`config.mk`:
```
export PLATFORM = sky130hd
export DESIGN_NAME = dns_message_section_walker_flat
export DESIGN_NICKNAME = d
export VERILOG_FILES = /design/src/rtl/core/dnsw_pkg.sv /design/src/rtl/core/dnsw_in_if.sv /design/src/rtl/core/dnsw_out_if.sv /design/src/rtl/core/dns_message_section_walker.sv /design/src/flat_wrapper.sv
export SDC_FILE = /design/constraint.sdc
export NUM_CORES = 1
export LEC_CHECK = 0
export BUFFER_PORTS_ARGS = -buffer_cell sky130_fd_sc_hd__buf_2
export CAP_MARGIN = 20
export CORE_ASPECT_RATIO = 1.4
export CORE_MARGIN = 2
export CORE_UTILIZATION = 50
export CTS_CLUSTER_SIZE = 40
export DETAILED_ROUTE_END_ITERATION = 10
export PLACE_DENSITY = 0.69
export SYNTH_ARGS = -nofsm -noshare
export SYNTH_HDL_FRONTEND = slang
export SYNTH_SLANG_ARGS = --single-unit
```
`constraint.sdc`:
```
create_clock -name clk -period 20 [get_ports clk]
set_input_delay 4 -clock clk [delete_from_list [all_inputs] [get_ports clk]]
set_output_delay 4 -clock clk [all_outputs]
set_load 0.02 [all_outputs]
```
`src/rtl/core/dnsw_pkg.sv`:
```
package dnsw_pkg;

  typedef enum logic [2:0] {
    PH_HEADER,
    PH_LABEL_LEN,
    PH_LABEL_BODY,
    PH_PTR_LOW,
    PH_FIXED,
    PH_RDATA,
    PH_DONE
  } phase_t;

  localparam logic [1:0] KIND_HEADER   = 2'd0;
  localparam logic [1:0] KIND_QUESTION = 2'd1;
  localparam logic [1:0] KIND_RECORD   = 2'd2;
  localparam logic [1:0] KIND_END      = 2'd3;

  localparam logic [1:0] STAT_OK    = 2'd0;
  localparam logic [1:0] STAT_EARLY = 2'd1;
  localparam logic [1:0] STAT_EXTRA = 2'd2;

  localparam logic [1:0] SEC_QUESTION = 2'd0;

  localparam logic [7:0]  PTR_MARK       = 8'hC0;
  localparam logic [7:0]  LEN_MASK       = 8'h3F;
  localparam logic [15:0] HEADER_BYTES   = 16'd12;
  localparam logic [15:0] Q_FIXED_BYTES  = 16'd4;
  localparam logic [15:0] RR_FIXED_BYTES = 16'd10;
  localparam logic [15:0] TYPE_DONE_CNT  = 16'd1;
  localparam logic [15:0] CLASS_DONE_CNT = 16'd3;
  localparam logic [15:0] TTL_DONE_CNT   = 16'd7;
  localparam logic [15:0] RDLEN_DONE_CNT = 16'd9;

  typedef struct packed {
    logic [1:0]  item_kind;
    logic [1:0]  section;
    logic [15:0] id_or_type;
    logic [15:0] flags_or_class;
    logic [31:0] ttl_or_counts;
    logic [15:0] rdlen_or_count;
    logic [15:0] name_start_or_count;
    logic [13:0] name_pointer;
    logic [15:0] rdata_start;
    logic [1:0]  end_status;
  } result_t;

  typedef struct packed {
    logic       found;
    logic [1:0] sec;
  } sec_pick_t;

endpackage

```
`src/rtl/core/dnsw_in_if.sv`:
```
interface dnsw_in_if;
  logic       valid;
  logic       ready;
  logic [7:0] data_byte;
  logic       last_byte;

  modport source (output valid, output data_byte, output last_byte, input ready);
  modport sink   (input valid, input data_byte, input last_byte, output ready);
endinterface

```
`src/rtl/core/dnsw_out_if.sv`:
```
interface dnsw_out_if;
  logic        valid;
  logic        ready;
  logic [1:0]  item_kind;
  logic [1:0]  section;
  logic [15:0] id_or_type;
  logic [15:0] flags_or_class;
  logic [31:0] ttl_or_counts;
  logic [15:0] rdlen_or_count;
  logic [15:0] name_start_or_count;
  logic [13:0] name_pointer;
  logic [15:0] rdata_start;
  logic [1:0]  end_status;

  modport source (
    output valid, output item_kind, output section, output id_or_type,
    output flags_or_class, output ttl_or_counts, output rdlen_or_count,
    output name_start_or_count, output name_pointer, output rdata_start,
    output end_status, input ready
  );
  modport sink (
    input valid, input item_kind, input section, input id_or_type,
    input flags_or_class, input ttl_or_counts, input rdlen_or_count,
    input name_start_or_count, input name_pointer, input rdata_start,
    input end_status, output ready
  );
endinterface

```
`src/rtl/core/dns_message_section_walker.sv`:
```
// A result is written into the output queue when its byte is accepted and is offered on out_if from the queue head.
// Throughput: one byte per cycle while in_if.ready is high; a byte yields zero, one or two results, queued
// in a 3-entry output queue, and in_if.ready is low while it holds two or more.
// The final byte of a message emits an end transaction and restarts at offset 0.
// Reset: synchronous, active low; clears the parse state and empties the queue.
module dns_message_section_walker (
  input logic          clk,
  input logic          rst_n,
  dnsw_in_if.sink      in_if,
  dnsw_out_if.source   out_if
);

  localparam int QDEPTH = 3;

  // parse state
  logic [15:0]          off_r, off_nxt;
  dnsw_pkg::phase_t     phase_r, phase_nxt;
  logic [31:0]          fs_r, fs_nxt;
  logic [15:0]          pc_r, pc_nxt;
  logic [3:0][15:0]     left_r, left_nxt;
  logic [1:0]           sec_r, sec_nxt;
  logic [1:0][15:0]     hdr_r, hdr_nxt;
  logic [15:0]          type_r, type_nxt;
  logic [15:0]          class_r, class_nxt;
  logic [31:0]          ttl_r, ttl_nxt;
  logic [15:0]          nstart_r, nstart_nxt;
  logic [13:0]          ptr_r, ptr_nxt;
  logic [15:0]          rdlen_r, rdlen_nxt;
  logic                 ended_r, ended_nxt;

  // output queue
  dnsw_pkg::result_t    q_r [QDEPTH];
  dnsw_pkg::result_t    q_nxt [QDEPTH];
  logic [1:0]           cnt_r, cnt_nxt;

  logic                 acc, pop;
  logic [7:0]           b;
  logic                 last;
  logic [15:0]          nxt_off;
  logic [15:0]          word;
  logic [31:0]          fs_shift;

  logic                 hdr_emit, q_emit, rr_emit, rec_emit;
  dnsw_pkg::result_t    rec_item, end_item;
  dnsw_pkg::sec_pick_t  cur_pick;

  function automatic dnsw_pkg::sec_pick_t pick_sec(input logic [1:0] cur,
                                                   input logic [3:0][15:0] left);
    dnsw_pkg::sec_pick_t p;
    p = '0;
    for (int s = 3; s >= 0; s--) begin
      if ((2'(s) >= cur) && (left[s] != 16'd0)) begin
        p.found = 1'b1;
        p.sec   = 2'(s);
      end
    end
    return p;
  endfunction

  assign acc      = in_if.valid && in_if.ready;
  assign pop      = (cnt_r != 2'd0) && out_if.ready;
  assign b        = in_if.data_byte;
  assign last     = in_if.last_byte;
  assign nxt_off  = off_r + 16'd1;
  assign word     = {fs_r[7:0], b};
  assign fs_shift = {fs_r[23:0], b};
  assign cur_pick = pick_sec(sec_r, left_r);

  assign in_if.ready = (cnt_r <= 2'd1);

  // next state
  always_comb begin
    logic                do_next;
    logic [2:0]          w;
    dnsw_pkg::sec_pick_t pk;
    do_next    = 1'b0;
    w          = pc_r[3:1];
    pk         = '0;
    off_nxt    = nxt_off;
    phase_nxt  = phase_r;
    fs_nxt     = fs_r;
    pc_nxt     = pc_r;
    left_nxt   = left_r;
    sec_nxt    = sec_r;
    hdr_nxt    = hdr_r;
    type_nxt   = type_r;
    class_nxt  = class_r;
    ttl_nxt    = ttl_r;
    nstart_nxt = nstart_r;
    ptr_nxt    = ptr_r;
    rdlen_nxt  = rdlen_r;
    ended_nxt  = ended_r;

    unique case (phase_r)
      dnsw_pkg::PH_HEADER: begin
        fs_nxt = fs_shift;
        if (pc_r[0]) begin
          if (w < 3'd2) begin
            hdr_nxt[w[0]] = word;
          end else if (w < 3'd6) begin
            left_nxt[2'(w - 3'd2)] = word;
          end
        end
        pc_nxt = pc_r + 16'd1;
        if (pc_nxt >= dnsw_pkg::HEADER_BYTES) begin
          sec_nxt = dnsw_pkg::SEC_QUESTION;
          do_next = 1'b1;
        end
      end
      dnsw_pkg::PH_LABEL_LEN: begin
        if ((b & dnsw_pkg::PTR_MARK) == dnsw_pkg::PTR_MARK) begin
          ptr_nxt   = {b[5:0], 8'd0};
          phase_nxt = dnsw_pkg::PH_PTR_LOW;
        end else if ((b & dnsw_pkg::LEN_MASK) == 8'd0) begin
          phase_nxt = dnsw_pkg::PH_FIXED;
          pc_nxt    = '0;
          fs_nxt    = '0;
        end else begin
          pc_nxt    = {10'd0, b[5:0]};
          phase_nxt = dnsw_pkg::PH_LABEL_BODY;
        end
      end
      dnsw_pkg::PH_LABEL_BODY: begin
        pc_nxt = pc_r - 16'd1;
        if (pc_nxt == 16'd0) begin
          phase_nxt = dnsw_pkg::PH_LABEL_LEN;
        end
      end
      dnsw_pkg::PH_PTR_LOW: begin
        ptr_nxt   = ptr_r | {6'd0, b};
        phase_nxt = dnsw_pkg::PH_FIXED;
        pc_nxt    = '0;
        fs_nxt    = '0;
      end
      dnsw_pkg::PH_FIXED: begin
        fs_nxt = fs_shift;
        if (pc_r == dnsw_pkg::TYPE_DONE_CNT)  type_nxt  = word;
        if (pc_r == dnsw_pkg::CLASS_DONE_CNT) class_nxt = word;
        if (pc_r == dnsw_pkg::TTL_DONE_CNT)   ttl_nxt   = fs_shift;
        if (pc_r == dnsw_pkg::RDLEN_DONE_CNT) rdlen_nxt = word;
        pc_nxt = pc_r + 16'd1;
        if (sec_r == dnsw_pkg::SEC_QUESTION) begin
          if (pc_nxt >= dnsw_pkg::Q_FIXED_BYTES) do_next = 1'b1;
        end else if (pc_nxt >= dnsw_pkg::RR_FIXED_BYTES) begin
          if (rdlen_nxt == 16'd0) begin
            do_next = 1'b1;
          end else begin
            pc_nxt    = rdlen_nxt;
            phase_nxt = dnsw_pkg::PH_RDATA;
          end
        end
      end
      dnsw_pkg::PH_RDATA: begin
        pc_nxt = pc_r - 16'd1;
        if (pc_nxt == 16'd0) do_next = 1'b1;
      end
      default: begin
        ended_nxt = 1'b1;
      end
    endcase

    if (do_next) begin
      pk = pick_sec(sec_nxt, left_nxt);
      if (pk.found) begin
        left_nxt[pk.sec] = left_nxt[pk.sec] - 16'd1;
        sec_nxt          = pk.sec;
        phase_nxt        = dnsw_pkg::PH_LABEL_LEN;
        nstart_nxt       = nxt_off;
        ptr_nxt          = '0;
        pc_nxt           = '0;
        fs_nxt           = '0;
      end else begin
        phase_nxt = dnsw_pkg::PH_DONE;
      end
    end

    if (last) begin
      off_nxt    = '0;
      phase_nxt  = dnsw_pkg::PH_HEADER;
      fs_nxt     = '0;
      pc_nxt     = '0;
      left_nxt   = '0;
      sec_nxt    = '0;
      hdr_nxt    = '0;
      type_nxt   = '0;
      class_nxt  = '0;
      ttl_nxt    = '0;
      nstart_nxt = '0;
      ptr_nxt    = '0;
      rdlen_nxt  = '0;
      ended_nxt  = 1'b0;
    end
  end

  // outputs: result items of the accepted byte
  always_comb begin
    logic ended_now;
    logic done_now;
    ended_now = (phase_r == dnsw_pkg::PH_DONE) || ended_r;
    done_now  = 1'b0;
    hdr_emit  = (phase_r == dnsw_pkg::PH_HEADER) &&
                ((pc_r + 16'd1) >= dnsw_pkg::HEADER_BYTES);
    q_emit    = (phase_r == dnsw_pkg::PH_FIXED) && (sec_r == dnsw_pkg::SEC_QUESTION) &&
                ((pc_r + 16'd1) >= dnsw_pkg::Q_FIXED_BYTES);
    rr_emit   = (phase_r == dnsw_pkg::PH_FIXED) && (sec_r != dnsw_pkg::SEC_QUESTION) &&
                ((pc_r + 16'd1) >= dnsw_pkg::RR_FIXED_BYTES);
    rec_emit  = hdr_emit || q_emit || rr_emit;

    rec_item = '0;
    if (hdr_emit) begin
      rec_item.item_kind           = dnsw_pkg::KIND_HEADER;
      rec_item.id_or_type          = hdr_r[0];
      rec_item.flags_or_class      = hdr_r[1];
      rec_item.ttl_or_counts       = {left_r[0], left_r[1]};
      rec_item.rdlen_or_count      = left_r[2];
      rec_item.name_start_or_count = word;
    end else if (q_emit) begin
      rec_item.item_kind           = dnsw_pkg::KIND_QUESTION;
      rec_item.id_or_type          = type_r;
      rec_item.flags_or_class      = word;
      rec_item.name_start_or_count = nstart_r;
      rec_item.name_pointer        = ptr_r;
    end else begin
      rec_item.item_kind           = dnsw_pkg::KIND_RECORD;
      rec_item.section             = sec_r;
      rec_item.id_or_type          = type_r;
      rec_item.flags_or_class      = class_r;
      rec_item.ttl_or_counts       = ttl_r;
      rec_item.rdlen_or_count      = word;
      rec_item.name_start_or_count = nstart_r;
      rec_item.name_pointer        = ptr_r;
      rec_item.rdata_start         = nxt_off;
    end

    // phase before the final-byte restart decides the status
    if (phase_r == dnsw_pkg::PH_DONE) begin
      done_now = 1'b1;
    end else if (rec_emit && !hdr_emit) begin
      done_now = !(q_emit || (word == 16'd0)) ? 1'b0 : !cur_pick.found;
    end else if (hdr_emit) begin
      done_now = (left_r[0] == 16'd0) && (left_r[1] == 16'd0) &&
                 (left_r[2] == 16'd0) && (word == 16'd0);
    end else if (phase_r == dnsw_pkg::PH_RDATA) begin
      done_now = (pc_r == 16'd1) && !cur_pick.found;
    end

    end_item           = '0;
    end_item.item_kind = dnsw_pkg::KIND_END;
    if (ended_now) begin
      end_item.end_status = dnsw_pkg::STAT_EXTRA;
    end else if (done_now) begin
      end_item.end_status = dnsw_pkg::STAT_OK;
    end else begin
      end_item.end_status = dnsw_pkg::STAT_EARLY;
    end
  end

  // output queue, entry 0 is the head
  always_comb begin
    logic [1:0] base;
    logic [1:0] npush;
    base  = cnt_r - {1'b0, pop};
    npush = '0;
    if (acc) npush = {1'b0, rec_emit} + {1'b0, last};
    for (int i = 0; i < QDEPTH; i++) begin
      q_nxt[i] = q_r[i];
    end
    if (pop) begin
      for (int i = 0; i < QDEPTH - 1; i++) begin
        q_nxt[i] = q_r[i + 1];
      end
    end
    for (int i = 0; i < QDEPTH; i++) begin
      if ((npush != 2'd0) && (2'(i) == base)) begin
        q_nxt[i] = rec_emit ? rec_item : end_item;
      end else if ((npush == 2'd2) && (2'(i) == base + 2'd1)) begin
        q_nxt[i] = end_item;
      end
    end
    cnt_nxt = base + npush;
  end

  always_ff @(posedge clk) begin
    if (!rst_n) begin
      off_r    <= '0;
      phase_r  <= dnsw_pkg::PH_HEADER;
      fs_r     <= '0;
      pc_r     <= '0;
      left_r   <= '0;
      sec_r    <= '0;
      hdr_r    <= '0;
      type_r   <= '0;
      class_r  <= '0;
      ttl_r    <= '0;
      nstart_r <= '0;
      ptr_r    <= '0;
      rdlen_r  <= '0;
      ended_r  <= 1'b0;
      cnt_r    <= '0;
    end else begin
      cnt_r <= cnt_nxt;
      if (acc) begin
        off_r    <= off_nxt;
        phase_r  <= phase_nxt;
        fs_r     <= fs_nxt;
        pc_r     <= pc_nxt;
        left_r   <= left_nxt;
        sec_r    <= sec_nxt;
        hdr_r    <= hdr_nxt;
        type_r   <= type_nxt;
        class_r  <= class_nxt;
        ttl_r    <= ttl_nxt;
        nstart_r <= nstart_nxt;
        ptr_r    <= ptr_nxt;
        rdlen_r  <= rdlen_nxt;
        ended_r  <= ended_nxt;
      end
    end
  end

  always_ff @(posedge clk) begin
    for (int i = 0; i < QDEPTH; i++) begin
      q_r[i] <= q_nxt[i];
    end
  end

  assign out_if.valid               = (cnt_r != 2'd0);
  assign out_if.item_kind           = q_r[0].item_kind;
  assign out_if.section             = q_r[0].section;
  assign out_if.id_or_type          = q_r[0].id_or_type;
  assign out_if.flags_or_class      = q_r[0].flags_or_class;
  assign out_if.ttl_or_counts       = q_r[0].ttl_or_counts;
  assign out_if.rdlen_or_count      = q_r[0].rdlen_or_count;
  assign out_if.name_start_or_count = q_r[0].name_start_or_count;
  assign out_if.name_pointer        = q_r[0].name_pointer;
  assign out_if.rdata_start         = q_r[0].rdata_start;
  assign out_if.end_status          = q_r[0].end_status;

  a_rdata_cnt: assert property (@(posedge clk) disable iff (!rst_n)
    acc && (phase_r == dnsw_pkg::PH_RDATA) |-> (pc_r != 16'd0))
    else $error("rdata count zero in rdata phase");

  a_restart: assert property (@(posedge clk) disable iff (!rst_n)
    acc && last |=> (phase_r == dnsw_pkg::PH_HEADER) && (off_r == 16'd0))
    else $error("no restart after final byte");

  a_hdr_off: assert property (@(posedge clk) disable iff (!rst_n)
    acc && hdr_emit |-> (off_r == 16'd11))
    else $error("header item at wrong offset");

endmodule
```
`src/flat_wrapper.sv`:
```
// flat-port wrapper written by rule: the top's interface ports become plain ports
module dns_message_section_walker_flat 
  (clk, rst_n, in_if_valid, in_if_data_byte, in_if_last_byte, in_if_ready, out_if_valid, out_if_item_kind, out_if_section, out_if_id_or_type, out_if_flags_or_class, out_if_ttl_or_counts, out_if_rdlen_or_count, out_if_name_start_or_count, out_if_name_pointer, out_if_rdata_start, out_if_end_status, out_if_ready);
  dnsw_in_if in_if_i ();
  dnsw_out_if out_if_i ();
  input logic clk;
  input logic rst_n;
  input wire logic [$bits(in_if_i.valid)-1:0] in_if_valid;
  input wire logic [$bits(in_if_i.data_byte)-1:0] in_if_data_byte;
  input wire logic [$bits(in_if_i.last_byte)-1:0] in_if_last_byte;
  output wire logic [$bits(in_if_i.ready)-1:0] in_if_ready;
  output wire logic [$bits(out_if_i.valid)-1:0] out_if_valid;
  output wire logic [$bits(out_if_i.item_kind)-1:0] out_if_item_kind;
  output wire logic [$bits(out_if_i.section)-1:0] out_if_section;
  output wire logic [$bits(out_if_i.id_or_type)-1:0] out_if_id_or_type;
  output wire logic [$bits(out_if_i.flags_or_class)-1:0] out_if_flags_or_class;
  output wire logic [$bits(out_if_i.ttl_or_counts)-1:0] out_if_ttl_or_counts;
  output wire logic [$bits(out_if_i.rdlen_or_count)-1:0] out_if_rdlen_or_count;
  output wire logic [$bits(out_if_i.name_start_or_count)-1:0] out_if_name_start_or_count;
  output wire logic [$bits(out_if_i.name_pointer)-1:0] out_if_name_pointer;
  output wire logic [$bits(out_if_i.rdata_start)-1:0] out_if_rdata_start;
  output wire logic [$bits(out_if_i.end_status)-1:0] out_if_end_status;
  input wire logic [$bits(out_if_i.ready)-1:0] out_if_ready;
  assign in_if_i.valid = in_if_valid;
  assign in_if_i.data_byte = in_if_data_byte;
  assign in_if_i.last_byte = in_if_last_byte;
  assign in_if_ready = in_if_i.ready;
  assign out_if_valid = out_if_i.valid;
  assign out_if_item_kind = out_if_i.item_kind;
  assign out_if_section = out_if_i.section;
  assign out_if_id_or_type = out_if_i.id_or_type;
  assign out_if_flags_or_class = out_if_i.flags_or_class;
  assign out_if_ttl_or_counts = out_if_i.ttl_or_counts;
  assign out_if_rdlen_or_count = out_if_i.rdlen_or_count;
  assign out_if_name_start_or_count = out_if_i.name_start_or_count;
  assign out_if_name_pointer = out_if_i.name_pointer;
  assign out_if_rdata_start = out_if_i.rdata_start;
  assign out_if_end_status = out_if_i.end_status;
  assign out_if_i.ready = out_if_ready;
  dns_message_section_walker u_core (.clk(clk), .rst_n(rst_n), .in_if(in_if_i), .out_if(out_if_i));
endmodule
```
# Word level (Yosys, flattened, before mapping)
# Memories as Yosys holds them, arrays and structs flattened.
# Index checks and enable logic that the tools add are counted.
[op_classes]
reduce_logical = 78
div = 0
n_eq_ne = 21
n_mux = 117
n_lt_le_gt_ge = 20
shift = 0
n_bitwise = 1
n_mul = 0
add_sub_neg = 9
[op_table]
columns = ["cell", "n"]
rows = [
  ["two-way mux 132 bit", 7],
  ["two-way mux 64 bit", 7],
  ["two-way mux 16 bit", 27],
  ["two-way mux 32 bit", 12],
  ["two-way mux 264 bit", 1],
  ["bitwise mux 64 bit", 2],
  ["nonzero test 16 bit", 8],
  ["zero test 16 bit", 6],
  ["two-way mux 96 bit", 1],
  ["one-hot mux 32 bit (3 select lines)", 1],
  ["one-hot mux 16 bit (5 select lines)", 1],
  ["demux 16 bit (select 2 bit)", 2],
  ["two-way mux 14 bit", 4],
  ["two-way mux 3 bit", 18],
  ["two-way mux 48 bit", 1],
  ["adder 16 x 1 -> 16 bit, second input constant", 2],
  ["binary-select mux 16 bit (select 2 bit)", 1],
  ["bitwise mux 32 bit", 1],
  [">= comparator 16 x 4 -> 1 bit, second input constant", 2],
  ["subtractor 16 x 1 -> 16 bit, second input constant", 2],
  ["two-way mux 30 bit", 1],
  ["logical AND 1 bit", 29],
  ["one-hot mux 14 bit (2 select lines)", 1],
  ["nonzero test 2 bit", 12],
  ["other kinds (48)", 97],
]
[word_totals]
mem_bits_rw = 396
latchBits = 0
regBits = 278
mem_count = 1
romBits = 0
word_cells = 266
[mem_list]
columns = ["memory", "words", "width", "read_ports", "rd_clocked_by_memory_dff", "write_ports", "line_no", "rtl"]
rows = [
  ["u_core.q_r", 3, 132, 3, 0, 3, "dns_message_section_walker.sv:32", "dnsw_pkg::result_t q_r [QDEPTH];"],
]

# Longest topological paths before layout
[logic_depth]
word_depth = 25
ltp_mapped = 21
ltp_nobuf = 15

# Worst setup path after synthesis
# OpenSTA, ideal clock, no wires.
[synth_path]
path_kind = "input -> register"
start = "in out_if_ready"
end = "mem u_core.q_r[0][264] (netlist name) (enable)"
setup_time_ns = 0.819
arrival_time_ns = 14.437
path_slack_ns = 4.744
path_stages = 5
path_cell_list = "nand2_1 inv_1 ha_1 or3_1 a211oi_1"
[synth_rtl]
columns = ["element", "line_no", "rtl"]
rows = [
  ["from (decl)", "flat_wrapper.sv:23", "input wire logic [$bits(out_if_i.ready)-1:0] out_if_ready;"],
  ["to (decl)", "dns_message_section_walker.sv:32", ""],
]

# Worst setup path in the final report
[layout_path]
start = "in in_if_data_byte[4]"
end = "reg u_core.left_r[14] (netlist name)"
[layout_between]
elab_chain_cells = 20
[layout_lines]
columns = ["element", "line_no", "rtl"]
rows = [
  ["from (decl)", "flat_wrapper.sv:9", "input wire logic [$bits(in_if_i.data_byte)-1:0] in_if_data_byte;"],
  ["branches (longest 18 deep; another with bitwise mux 64 bit)", "--", ""],
  ["two-way mux 64 bit *", "dns_message_section_walker.sv:162", "if (do_next) begin"],
  ["two-way mux 64 bit *", "dns_message_section_walker.sv:177", "if (last) begin"],
  ["to (signal assigned)", "dns_message_section_walker.sv:307", "left_r <= left_nxt;"],
  ["to (decl)", "dns_message_section_walker.sv:20", "logic [3:0][15:0] left_r, left_nxt;"],
]
# Every way passes the cells marked *. The select of a mux whose other input is x is not followed.
# A chain may end at the register's enable or synchronous reset.

==> results.yml <==
status:
  status: "finished, final reports clean"
worst_setup_path:
  cp.required_ns: 20.49
  path_max_fanout: 19
  critical_path_class: "in -> reg"
  start_kind: "input pin"
  crit_path_end_kind: "flip-flop"
  crit_arrival_ns: 8.54
detailed_routing:
  route.detailed.drc: 0
  routedWlPerCell_um: 25.6
  ant_nets: 0
  routed_wl_um: 104000
  routed_via_density: 6.45
  vias: 26100
  first_pass_iters: 8
  dr.first_iter.drc_count: 3073
die:
  die_h_um: 304
  fp.coreArea_mm2: 0.0640
  ios: 147
  die_x_um: 219
  start_util_pct: 50.3
  die_area_mm2: 0.0665
  num_rows: 110
cts:
  clk_path_buf_depth: 3
  cts_sinks: 666
  tritoncts: "done"
  cts_max_level: 3
  ctsResizeCount: 0
  post-cts-setup-buffers: 0
  root_buffer: "clkbuf_16"
  cts_buffers: 66
  clk_latency_ns: 0.65
  ctsHoldBuffers: 0
  clkTransAtPathRegs_ns: 0.07
logic_synthesis:
  synth_cell_type_count: 94
  yosysMostFrequentCell: "nand2_1"
  synthTopCellsByCount: "nand2_1, nor2_1, edfxtp_1, dfxtp_1, o21ai_0"
  synth-edff-count: 396
  synth_cells: 3277
  synth_nets: 3299
  ys_seq_area_share_pct: 53.7
  syn_area_mm2: 0.0322
  synth.top_cell.area_share_pct: 36.9
  synth_top_cell_by_area: "edfxtp_1"
  async_flop_share_pct: 0
  ys_ff_latch: 666
  yosys_warnings: 0
  synthFlopType: "edfxtp_1"
  avgSynthCellArea_um2: 9.83
  yosys-top-cells-area: "edfxtp_1, dfxtp_1, nand2_1"
timing:
  setup_tns_ns: 0
  post-route-min-period_ns: 8.05
  fin_crit_sh_pct: 40.2
  drv_slew: 0
  setup_viol: 0
  worst_pin_slew_ns: 1.21
  whs_ns: 0.489
  hold_viol_final: 0
  clock_skew_ns: 0.0407
  max_slew_margin_pct: 19.0
  rsz0062_at_grt: "no"
  fmax_ghz: 0.124
global_routing:
  grt_max_degree: 120
  grtUsageTotal_pct: 30.8
  grt_first_pass_wirelength_um: 156000
  antenna_found_initial: 0
  grt_pass1_vias: 25000
  grt.overflow.total: 0
final_layout:
  final_area_mm2: 0.0347
  drive_gt1_share_pct: 12.0
  area_delta_synth_final_pct: 7.71
  final_nets: 3181
worst_hold_path:
  hold_path.class: "reg -> reg"
place:
  port_buffers: 146
  placed_cell_area_mm2: 0.0325
  hpwl_um: 69600
  place_congestion: 0.970
pwr:
  power_mw: 5.07
  ir_drop_mv: 0.150
  leakagePower_nw: 12.4
  p_per_area_mw_per_mm2: 146
run:
  maxCapViolCount: 0
## registers in the layout, indices dropped and copies added, names as in the netlist, 24 cells and up
name           cells
u_core.fs_r       24
u_core.hdr_r      32
u_core.left_r     64
u_core.q_r       396
u_core.ttl_r      32
## cell usage in the layout (no fill, tap or decap), types with 49 or more instances in the layout
master     instances
o21ai_0          254
buf_4             63
and2_1            60
a22oi_1          178
a22o_1           141
dfxtp_1          270
nor2_1           398
nand2_1          421
edfxtp_1         396
clkbuf_16         68
buf_2            146
nor3_1            49
mux2i_1           89
a21oi_1          114
## metal layers
layer	wire, um	GRT usage, %
met1	39700	39.5
met4	7180	19.5
met2	48400	48.4
met5	0	0
met3	8680	5.05
## stage by stage
| stage | setup slack [ns] | utilization, % | std cells |
|---|---|---|---|
| 2_1_floorplan | 4.74 | - | 3277 |
| 3_3_place_gp | 11.62 | 50.8 | 3924 |
| 3_5_place_dp | 11.51 | 50.8 | 3927 |
| 4_1_cts | 12.10 | 54.2 | 4048 |
| 5_1_grt | 11.67 | 54.2 | 4052 |
| 6_report | 11.95 | 54.2 | 4053 |
## final timing paths
path | start | endpoint | cells after the start | slack [ns]
worst max-delay path | in_if_data_byte[4] | u_core.left_r[14] | 14 | 11.95
worst min-delay path | u_core.nstart_r[4] | u_core.nstart_r[4] | 2 | 0.49
worst max register to register | u_core.pc_r[0] | u_core.q_r[0][147] | 15 | 12.57
worst min register to register | u_core.nstart_r[4] | u_core.nstart_r[4] | 2 | 0.49
## kinds of logic (layout without fill, tap and decap cells)
family / Yosys count / in the layout / synth area share (%)
buf+inv: 424 / 359 / 6.71
xor+xnor: 42 / 42 / 1.17
mux: 100 / 100 / 3.15
compound gates: 881 / 881 / 19.0
simple gates: 1155 / 1155 / 16.0
flops: 666 / 666 / 53.7
fa+ha+maj: 9 / 9 / 0.350
other cells: 0 / 1 / 0
## layout make-up
class	count	area (um^2)
fillers	5583	29300
flip-flops and latches	666	17300
multi-input cells	2187	12900
clock buffers	80	1770
repair buffers	214	1260
well taps	840	1050
clock inverters	41	353
inverters	24	95.1
diodes	1	2.50
## power by group
part,switching (mW),internal [mW]
logic,1.33,0.508
registers,0.0896,1.91
clock network,0.547,0.689
## worst max-delay path: stages
cell,delay [ns]
buf_2,0.52
nor4_1,0.19
nand4_1,0.33
mux2i_1,0.19
nor2_1,0.34
o31a_1,0.62
nand2_1,0.20
a211oi_4,0.43
ha_1,0.26
nand2_1,0.11
nor2_1,0.50
nand4b_1,0.30
xnor2_1,0.38
o21ai_0,0.16
(Power assumes the default switching activity.)
